--- src/sv/jdal_pkg.sv ---
package jdal_pkg;
    localparam int WINDOW = 10;
    localparam int POS_W = $clog2(WINDOW);
    localparam int CNT_W = $clog2(WINDOW + 1);

    typedef enum logic [2:0] {
        REG_UP, REG_DOWN, REG_RIGHT, REG_BLINK, REG_HOLD, REG_NONE
    } reg_idx_t;

    typedef enum logic [1:0] {
        DIR_NONE = 2'd0, DIR_UP = 2'd1, DIR_DOWN = 2'd2, DIR_RIGHT = 2'd3
    } dir_t;

    typedef enum logic [2:0] {
        ST_IDLE, ST_RING, ST_DIV, ST_SCALE, ST_CLASS, ST_OUT
    } state_t;

    typedef struct packed {
        logic load;
        logic ring;
        logic div_start;
        logic scale;
        logic classify;
        logic out_load;
    } cmd_t;

    typedef struct packed {
        logic div_done;
    } stat_t;

    function automatic logic [13:0] wrap_of(input logic [1:0] a);
        case (a)
            2'd0: wrap_of = 14'd2604;
            2'd1: wrap_of = 14'd5208;
            default: wrap_of = 14'd9765;
        endcase
    endfunction

    function automatic logic [13:0] level_of(input logic [1:0] a);
        case (a)
            2'd0: level_of = 14'd2246;
            2'd1: level_of = 14'd3267;
            default: level_of = 14'd3829;
        endcase
    endfunction
endpackage

--- src/sv/joystick_average_direction_alert.sv ---
// Joystick moving-average direction alert.
// s_ channel: one item per sample pair with its millisecond timestamp.
// m_ channel: one result item per input item, in order.
// cfg channel: register writes (index 0..4), taken at any time; write only
// while idle. Indexes beyond 4 are ignored.
// After acceptance, each item passes through the ring update, the
// bit-serial divide by the fill count that produces both means, then
// scaling, classification and output load. A new item is accepted
// only once the previous one has been loaded into the output register.
// The result sits in an output register; the next item is accepted while it
// waits, and processing stalls before output load until it is taken.
// Reset (aresetn low, synchronous) clears the ring fill count, sums, LEDs,
// tone state and restores register defaults. Ring entries are not cleared.
module joystick_average_direction_alert (
    input  logic        aclk,
    input  logic        aresetn,
    input  logic        s_tvalid,
    output logic        s_tready,
    input  logic [55:0] s_tdata,   // sample_y, sample_x, now_ms
    output logic        m_tvalid,
    input  logic        m_tready,
    output logic [71:0] m_tdata,   // mean_y, mean_x, bar_y, bar_x, direction,
                                   // red, green, blue led, tone_wrap, tone_level
    input  logic        cfg_valid,
    output logic        cfg_ready,
    input  logic [2:0]  cfg_index,
    input  logic [15:0] cfg_data
);
    import jdal_pkg::*;

    cmd_t  cmd;
    stat_t stat;

    assign cfg_ready = 1'b1;

    jdal_ctrl u_ctrl (
        .aclk(aclk), .aresetn(aresetn), .in_valid(s_tvalid), .in_ready(s_tready),
        .out_valid(m_tvalid), .out_ready(m_tready), .stat(stat), .cmd(cmd)
    );

    jdal_dp u_dp (
        .aclk(aclk), .aresetn(aresetn), .cmd(cmd), .stat(stat),
        .sample_y(s_tdata[11:0]), .sample_x(s_tdata[23:12]), .now_ms(s_tdata[55:24]),
        .cfg_we(cfg_valid), .cfg_idx(cfg_index), .cfg_data(cfg_data), .result(m_tdata)
    );
endmodule

--- src/sv/jdal_ctrl.sv ---
module jdal_ctrl (
    input  logic           aclk,
    input  logic           aresetn,
    input  logic           in_valid,
    output logic           in_ready,
    output logic           out_valid,
    input  logic           out_ready,
    input  jdal_pkg::stat_t stat,
    output jdal_pkg::cmd_t  cmd
);
    import jdal_pkg::*;

    state_t state_reg, state_next;
    logic   ov_reg, ov_next;

    always_ff @(posedge aclk) begin
        if (!aresetn) begin
            state_reg <= ST_IDLE;
            ov_reg    <= 1'b0;
        end else begin
            state_reg <= state_next;
            ov_reg    <= ov_next;
        end
    end

    always_comb begin
        state_next = state_reg;
        cmd = '0;
        ov_next = ov_reg;
        if (out_ready) ov_next = 1'b0;
        in_ready = (state_reg == ST_IDLE);
        case (state_reg)
            ST_IDLE: begin
                if (in_valid) begin
                    cmd.load = 1'b1;
                    state_next = ST_RING;
                end
            end
            ST_RING: begin
                cmd.ring = 1'b1;
                cmd.div_start = 1'b1;
                state_next = ST_DIV;
            end
            ST_DIV: begin
                if (stat.div_done) state_next = ST_SCALE;
            end
            ST_SCALE: begin
                cmd.scale = 1'b1;
                state_next = ST_CLASS;
            end
            ST_CLASS: begin
                cmd.classify = 1'b1;
                state_next = ST_OUT;
            end
            ST_OUT: begin
                // output register free or being emptied this cycle
                if (!ov_reg || out_ready) begin
                    cmd.out_load = 1'b1;
                    ov_next = 1'b1;
                    state_next = ST_IDLE;
                end
            end
            default: state_next = ST_IDLE;
        endcase
    end

    assign out_valid = ov_reg;

`ifndef SYNTHESIS
    a_load_idle: assert property (@(posedge aclk) disable iff (!aresetn)
        cmd.load |-> state_reg == ST_IDLE) else $error("load outside idle");
    a_out_hold: assert property (@(posedge aclk) disable iff (!aresetn)
        ov_reg && !out_ready |=> ov_reg) else $error("result dropped");
    a_no_overrun: assert property (@(posedge aclk) disable iff (!aresetn)
        cmd.out_load |-> !ov_reg || out_ready) else $error("result overrun");
`endif
endmodule

--- src/sv/jdal_dp.sv ---
module jdal_dp (
    input  logic            aclk,
    input  logic            aresetn,
    input  jdal_pkg::cmd_t  cmd,
    output jdal_pkg::stat_t stat,
    input  logic [11:0]     sample_y,
    input  logic [11:0]     sample_x,
    input  logic [31:0]     now_ms,
    input  logic            cfg_we,
    input  logic [2:0]      cfg_idx,
    input  logic [15:0]     cfg_data,
    output logic [71:0]     result
);
    import jdal_pkg::*;

    logic [11:0] up_reg, down_reg, right_reg;
    logic [15:0] blink_reg, hold_reg;
    logic [11:0] ring_y [WINDOW];
    logic [11:0] ring_x [WINDOW];
    logic [11:0] sy_reg, sx_reg, oldy_reg, oldx_reg;
    logic [31:0] now_reg;
    logic [15:0] sum_y_reg, sum_x_reg;
    logic [POS_W-1:0] pos_reg;
    logic [CNT_W-1:0] fill_reg;
    logic full;
    logic [2:0] phase_reg, lit_reg;
    logic [31:0] last_reg [3];
    logic        tact_reg;
    logic [31:0] tend_reg;
    logic [13:0] tper_reg, tcmp_reg;
    // restoring divider, one per axis in parallel, sharing one counter
    logic [15:0] qy_reg, qx_reg, ry_reg, rx_reg;
    logic [4:0]  dcnt_reg;
    logic        dbusy_reg;
    logic [16:0] ry_sh, rx_sh;
    logic [17:0] py_reg, px_reg;
    logic [1:0]  dir;
    logic [11:0] my, mx;
    logic [5:0]  bar_y_reg, bar_x_reg;
    logic [1:0]  dir_reg;
    logic [71:0] res_reg;

    assign full = (fill_reg == CNT_W'(WINDOW));
    assign my = qy_reg[11:0];
    assign mx = qx_reg[11:0];

    always_ff @(posedge aclk) begin
        if (!aresetn) begin
            up_reg <= 12'd3500; down_reg <= 12'd1000; right_reg <= 12'd3500;
            blink_reg <= 16'd200; hold_reg <= 16'd300;
        end else if (cfg_we) begin
            case (reg_idx_t'(cfg_idx))
                REG_UP:    up_reg    <= cfg_data[11:0];
                REG_DOWN:  down_reg  <= cfg_data[11:0];
                REG_RIGHT: right_reg <= cfg_data[11:0];
                REG_BLINK: blink_reg <= cfg_data;
                REG_HOLD:  hold_reg  <= cfg_data;
                default: ;
            endcase
        end
    end

    always_ff @(posedge aclk) begin
        if (cmd.load) begin
            sy_reg <= sample_y; sx_reg <= sample_x; now_reg <= now_ms;
            oldy_reg <= ring_y[pos_reg]; oldx_reg <= ring_x[pos_reg];
        end
        if (cmd.ring) begin
            ring_y[pos_reg] <= sy_reg;
            ring_x[pos_reg] <= sx_reg;
        end
    end

    assign ry_sh = {ry_reg, qy_reg[15]};
    assign rx_sh = {rx_reg, qx_reg[15]};

    always_ff @(posedge aclk) begin
        if (!aresetn) begin
            sum_y_reg <= '0; sum_x_reg <= '0; pos_reg <= '0; fill_reg <= '0;
            dbusy_reg <= 1'b0; dcnt_reg <= '0;
        end else begin
            if (cmd.ring) begin
                sum_y_reg <= sum_y_reg - (full ? {4'd0, oldy_reg} : 16'd0)
                             + {4'd0, sy_reg};
                sum_x_reg <= sum_x_reg - (full ? {4'd0, oldx_reg} : 16'd0)
                             + {4'd0, sx_reg};
                pos_reg <= (pos_reg == POS_W'(WINDOW - 1)) ? '0 : pos_reg + 1'b1;
                if (!full) fill_reg <= fill_reg + 1'b1;
            end
            if (cmd.div_start) begin
                dbusy_reg <= 1'b1; dcnt_reg <= '0;
            end else if (dbusy_reg) begin
                dcnt_reg <= dcnt_reg + 1'b1;
                if (dcnt_reg == 5'd15) dbusy_reg <= 1'b0;
            end
        end
    end

    always_ff @(posedge aclk) begin
        if (cmd.div_start) begin
            qy_reg <= (full ? sum_y_reg - {4'd0, oldy_reg} : sum_y_reg) + {4'd0, sy_reg};
            qx_reg <= (full ? sum_x_reg - {4'd0, oldx_reg} : sum_x_reg) + {4'd0, sx_reg};
            ry_reg <= '0; rx_reg <= '0;
        end else if (dbusy_reg) begin
            if (ry_sh >= 17'(fill_reg)) begin
                ry_reg <= 16'(ry_sh - 17'(fill_reg)); qy_reg <= {qy_reg[14:0], 1'b1};
            end else begin
                ry_reg <= ry_sh[15:0]; qy_reg <= {qy_reg[14:0], 1'b0};
            end
            if (rx_sh >= 17'(fill_reg)) begin
                rx_reg <= 16'(rx_sh - 17'(fill_reg)); qx_reg <= {qx_reg[14:0], 1'b1};
            end else begin
                rx_reg <= rx_sh[15:0]; qx_reg <= {qx_reg[14:0], 1'b0};
            end
        end
    end

    assign stat.div_done = dbusy_reg && (dcnt_reg == 5'd15);

    // bar = mean*50/4095: divide by 4096 with a 1/4096 correction and +1, exact for 12 bits
    always_ff @(posedge aclk) begin
        if (cmd.div_start) begin
            py_reg <= '0; px_reg <= '0;
        end
        if (cmd.scale) begin
            py_reg <= {6'd0, my} * 18'd50;
            px_reg <= {6'd0, mx} * 18'd50;
        end
        if (cmd.classify) begin
            bar_y_reg <= 6'(((py_reg + (py_reg >> 12)) + 18'd1) >> 12);
            bar_x_reg <= 6'(((px_reg + (px_reg >> 12)) + 18'd1) >> 12);
        end
    end

    always_comb begin
        if (my > up_reg) dir = DIR_UP;
        else if (my < down_reg) dir = DIR_DOWN;
        else if (mx > right_reg) dir = DIR_RIGHT;
        else dir = DIR_NONE;
    end

    logic        tend_now;
    logic [1:0]  a;
    logic [31:0] elapsed;
    assign tend_now = tact_reg && ((now_reg - tend_reg) < 32'h8000_0000);
    assign a = dir - 2'd1;
    assign elapsed = now_reg - last_reg[a];

    always_ff @(posedge aclk) begin
        if (!aresetn) begin
            phase_reg <= '0; lit_reg <= '0; tact_reg <= 1'b0; tend_reg <= '0;
            tper_reg <= '0; tcmp_reg <= '0; dir_reg <= DIR_NONE;
            for (int i = 0; i < 3; i++) last_reg[i] <= '0;
        end else if (cmd.classify) begin
            dir_reg <= dir;
            if (dir == DIR_NONE) begin
                phase_reg <= '0; lit_reg <= '0;
                if (tend_now) begin
                    tact_reg <= 1'b0; tcmp_reg <= '0;
                end
            end else begin
                for (int i = 0; i < 3; i++) begin
                    if (2'(i) != a) lit_reg[i] <= 1'b0;
                end
                if (elapsed < 32'h8000_0000 && elapsed > {16'd0, blink_reg}) begin
                    phase_reg[a] <= ~phase_reg[a];
                    lit_reg[a] <= ~phase_reg[a];
                    last_reg[a] <= now_reg;
                end
                if (!tact_reg || tend_now) begin
                    tper_reg <= wrap_of(a); tcmp_reg <= level_of(a);
                    tend_reg <= now_reg + {16'd0, hold_reg}; tact_reg <= 1'b1;
                end
            end
        end
    end

    always_ff @(posedge aclk) begin
        if (cmd.out_load)
            res_reg <= {3'b000, tcmp_reg, tper_reg, lit_reg[2], lit_reg[1], lit_reg[0],
                        dir_reg, bar_x_reg, bar_y_reg, mx, my};
    end

    assign result = res_reg;
endmodule

--- config.mk ---
export PLATFORM = sky130hd
export DESIGN_NAME = joystick_average_direction_alert
export DESIGN_NICKNAME = d
export VERILOG_FILES = /design/src/sv/jdal_pkg.sv /design/src/sv/joystick_average_direction_alert.sv /design/src/sv/jdal_ctrl.sv /design/src/sv/jdal_dp.sv
export SDC_FILE = /design/constraint.sdc
export NUM_CORES = 2
export LEC_CHECK = 0
export ABC_AREA = 1
export BUFFER_PORTS_ARGS = -buffer_cell sky130_fd_sc_hd__buf_2
export CORE_UTILIZATION = 50
export DETAILED_ROUTE_END_ITERATION = 10
export GPL_ROUTABILITY_DRIVEN = 0
export HOLD_SLACK_MARGIN = 0.05
export PLACE_DENSITY = 0.69
export SYNTH_ARGS = -nofsm -noshare
export SYNTH_HDL_FRONTEND = slang
export SYNTH_SLANG_ARGS = --single-unit
--- constraint.sdc ---
create_clock -name aclk -period 8.1 [get_ports aclk]
set_clock_uncertainty 0.2 [all_clocks]
set_input_delay 1.62 -clock aclk [delete_from_list [all_inputs] [get_ports aclk]]
set_output_delay 1.62 -clock aclk [all_outputs]
set_load 0.005 [all_outputs]
After elaboration in Yosys (flattened, before gate mapping)
Memories as Yosys holds them, arrays and structs flattened. A register that Yosys moved wholly into a read port is not among the register bits.
Index checks and enable logic that the tools add are counted.

cells by class
  $add $sub $neg = 21
  multiply operators = 2
  div/mod/pow operators = 0
  $lt $le $gt $ge = 10
  eq/ne operators = 19
  shift-type cells = 0
  muxes and demuxes = 77
  bitwise gates (word level) = 4
  reduce and logical (&&, ||, !) cells = 29

operators with widths
  operator                                            number
  2-to-1 mux 16 bit                                   8
  adder 16 x 12 -> 16 bit                             4
  < comparator 32 bit, second input constant          2
  subtractor 32 bit                                   2
  2-to-1 mux 18 bit                                   3
  2-to-1 mux 14 bit                                   3
  2-to-1 mux 1 bit                                    40
  adder 18 x 1 -> 18 bit, second input constant       2
  adder 18 x 6 -> 18 bit                              2
  greater-or-equal comparator 17 x 4 -> 1 bit         2
  multiplier 12 x 5 -> 17 bit, second input constant  2
  adder 32 x 16 -> 32 bit                             1
  > comparator 32 x 16 -> 1 bit                       1
  2-to-1 mux 32 bit                                   1
  OR reduction 32 bit                                 1
  subtractor 16 x 12 -> 16 bit                        2
  subtractor 16 bit                                   2
  subtractor 16 x 4 -> 16 bit                         2
  case mux 14 bit (2 select lines)                    1
  > comparator 12 bit                                 2
  2-to-1 mux 12 bit                                   2
  case mux 11 bit (2 select lines)                    1
  2-to-1 mux 3 bit                                    7
  case mux 3 bit (6 select lines)                     1
  other kinds (31)                                    68

word-level totals
  flip-flop bits (word level) = 422
  latch bits = 0
  bits in writable memories = 336
  bits in read-only memories = 0
  bits of input ports = 80
  word-level logic and storage cells = 197
  memories kept = 3

memory list
  memory         depth  width  read ports  clocked after Yosys merged registers in  write ports  line           text
  u_dp.ring_x    10     12     1           1                                        1            jdal_dp.sv:19  logic [11:0] ring_x [WINDOW];
  u_dp.ring_y    10     12     1           1                                        1            jdal_dp.sv:18  logic [11:0] ring_y [WINDOW];
  u_dp.last_reg  3      32     1           0                                        3            jdal_dp.sv:27  logic [31:0] last_reg [3];

Depth between registers and ports, before layout
An unclocked memory read counts as a cell.

  depth after elaboration = 16
  mapped depth = 46
  mapped depth without buffers = 44

Modules after synthesis
A second synthesis with hierarchy kept.

second synthesis, totals
  cells, all modules = 4,518
  area, all modules = 42,215.5 µm²

by module, submodules not included
  module                            instances  cells each  area each (µm²)  sequential area each (µm²)
  jdal_dp                           1          4,480       41,960.2         21,300.4
  jdal_ctrl                         1          36          244.0            80.1
  joystick_average_direction_alert  1          2           11.3             0.0

Worst setup path after synthesis
No wires, ideal clock.

  path type = input port to flip-flop
  start point = input port s_tvalid
  end point = register u_dp.now_reg[0] (enable)
  data arrival time = 7.068 ns
  setup slack = 0.216 ns
  stages on the path = 2
  buffers on the path = 0
  cell sequence = inv_1 -> nor3_1

RTL lines
  what                  line                                    text
  start, declared       joystick_average_direction_alert.sv:17  input logic s_tvalid,
  end signal, assigned  jdal_dp.sv:65                           sy_reg <= sample_y; sx_reg <= sample_x; now_reg <= now_ms;
  end, declared         jdal_dp.sv:21                           logic [31:0] now_reg;

==> results.cfg <==
[timing]
finalCritPeriodShare_pct = 92.0
rsz0062_at_grt = no
period_needed_ps = 7450
setup_slack_ps = 651
hold_viol = 0
max_slew_margin_pct = 23.8
finalSetupTns_ps = 0
slew_violations = 0
setup_violations = 0
worst_slew_pin_slew_ps = 1140
fmax_mhz = 134

[floorplanning]
std_cell_rows = 105
initial_core_util_pct = 50.7
ios = 155
die_y_um = 291
die_w_um = 291
fp.coreArea_um2 = 82400
dieArea_um2 = 84700

[clock_tree]
cts_tree = built
clock_path_buffers = 3
clock-root-buffer = clkbuf_16
path_clk_slew_ps = 60
clock_latency_ps = 670
cts_made_buffers = 83
htreeDepth = 3
cts_sinks = 779

[cells_and_area]
layout_common_cells = nand2_1, inv_1, edfxtp_1
instances_no_fill = 5664
layout_commonest_cell = nand2_1
diodes = 0
area_growth_pct = 11.2
fillers = 7120
layout-drive-gt1-share_pct = 8.69
largest_reg_flops = 128
nNetsFinal = 4977

[yosys]
synth_fa_ha_area_share_pct = 11.8
synth-async-reset-ratio_pct = 0
synth.area.mux_share_pct = 0
syn_inst = 4384
yosys.area_share.simple_pct = 14.1
synth-compound-area-share_pct = 13.1
synth-edff-count = 578
yosys_warnings = 0
yosys_most_used_dff = edfxtp_1
synth_seq_cells = 779
synth.avg_cell_area_um2 = 9.52
ys_types = 58
ys_seq_area_share_pct = 51.2
synth-xor-area-share_pct = 2.54
netlist_area_um2 = 41800
synth_top_family_by_area = simple AND/OR/NAND/NOR gates

[worst_setup_path]
critical_path.slowest_cell = edfxtp_1
worstPathMaxFanout = 33
path_class = reg2reg
cp_data_required_time_ps = 8230
endpoint_kind = register
crit_path_start_kind = register
cp.arrival_ps = 7580
crit_path_max_incr_delay_ps = 530
crit_path_frequent_cell = nand2_1

[routing]
dr.pass1.iters = 7
vias_per_cell = 5.60
drcViolationCount = 0
drt_iter0_markers = 2789
wl_per_cell_um = 19.2
wirelength_mm = 109
final_antenna_net_count = 0
vias = 31700

[grt]
grt_pass1_wl_mm = 169
antenna_found_initial = 0
grt_pass1_vias = 30300
grt_util_all_layers_pct = 25.3
grt_max_degree = 82
overflow = 0

[placement]
dp.final_hpwl_mm = 75.3
io_buffers = 143
pre_cts_slack_ps = -47.6
placed_cells = 5506

[pwr]
power.density_nw_per_um2 = 371
peakVddDrop_uv = 228
leakage_nw = 19.6

[run]
maxCapViolations = 0

[min_path]
worstHoldPathType = reg2reg

[status]
status = complete, no violations
## synthesized netlist by cell type (all sizes together) (7+ instances only)
master,n,area share [%]
dfxtp,201,9.6
or2,7,0.10
nand2,679,6.3
a22oi,99,1.8
a31oi,16,0.24
nand4,34,0.62
o21ai,273,3.3
buf,51,0.85
fa,46,2.2
inv,612,5.5
o21a,12,0.22
xor2,86,1.8
o22ai,31,0.46
a21oi,427,5.1
clkbuf,97,0.87
xnor2,35,0.73
ha,321,9.6
nor3,67,0.82
o21bai,14,0.25
or3,24,0.36
o211ai,27,0.49
edfxtp,578,42
nor4,8,0.12
nor2,444,4.1
a32o,29,0.70
nand3,124,1.6
## stage by stage
stage / util, % / power, mW / area (um^2) / hold WS [ps]
global placement: 52.9 / 13.1 / 43600 / 205
global route: 56.4 / 18.6 / 46400 / 227
floorplan: - / 11.3 / 41800 / 200
CTS: 56.2 / 17.2 / 46300 / 222
finish: 56.4 / 17.2 / 46400 / 220
detailed placement: 52.9 / 13.3 / 43600 / 207
## power by group
group	internal, mW	switching [mW]
Combinational	2.94	5.32
Sequential	4.79	0.342
Clock	2.20	1.61
## cell type report
cell class	instances	area [um^2]	area share (%)
Sequential cell	779	21400	46.1
Multi-Input combinational cell	2853	17600	37.8
Clock buffer	109	2350	5.07
Inverter	616	2310	4.98
Tap cell	1070	1340	2.88
Timing Repair Buffer	197	1120	2.42
Clock inverter	40	354	0.763
## routing by layer
metal	vias to the layer above	track usage, %	wire length, um
li1	15300	-	-
met1	15100	34.3	46900
met2	1129	42.0	51100
met3	203	3.66	7280
met4	0	8.12	3260
met5	-	0	0
## timing repair
item	4_1_cts	5_1_grt
setup endpoints to repair	36	115
buffers inserted	0	6
pin swaps	0	3
hold buffers	0	0
gates resized for setup	2	8
gates cloned	0	3
## worst max-delay path, delay by kind of cell (launching register included)
family	cells	cell delay (ps)
xor+xnor	1	170
flops	1	530
buf+inv	5	1110
compound gates	6	1210
simple gates	16	2330
fa+ha+maj	4	1510
## worst paths after layout
| check | startpoint | endpoint | slack [ps] | cells past startpoint |
|---|---|---|---|---|
| max | u_dp.qy_reg[11] | u_dp.last_reg[3][13] | 650 | 32 |
| min | u_dp.bar_y_reg[3] | u_dp.result[27] | 220 | 0 |
| max reg2reg | u_dp.qy_reg[11] | u_dp.last_reg[3][13] | 650 | 32 |
| min reg2reg | u_dp.bar_y_reg[3] | u_dp.result[27] | 220 | 0 |
## kinds of logic after synthesis
kind of cell             Yosys count
AND/OR/NAND/NOR                 1397
flip-flops                       779
other                              2
buffers and inverters            764
XOR/XNOR                         121
adder cells (fa/ha/maj)          367
AO/OA/AOI/OAI                    954
Note: power is estimated with default switching activity, not from simulation.
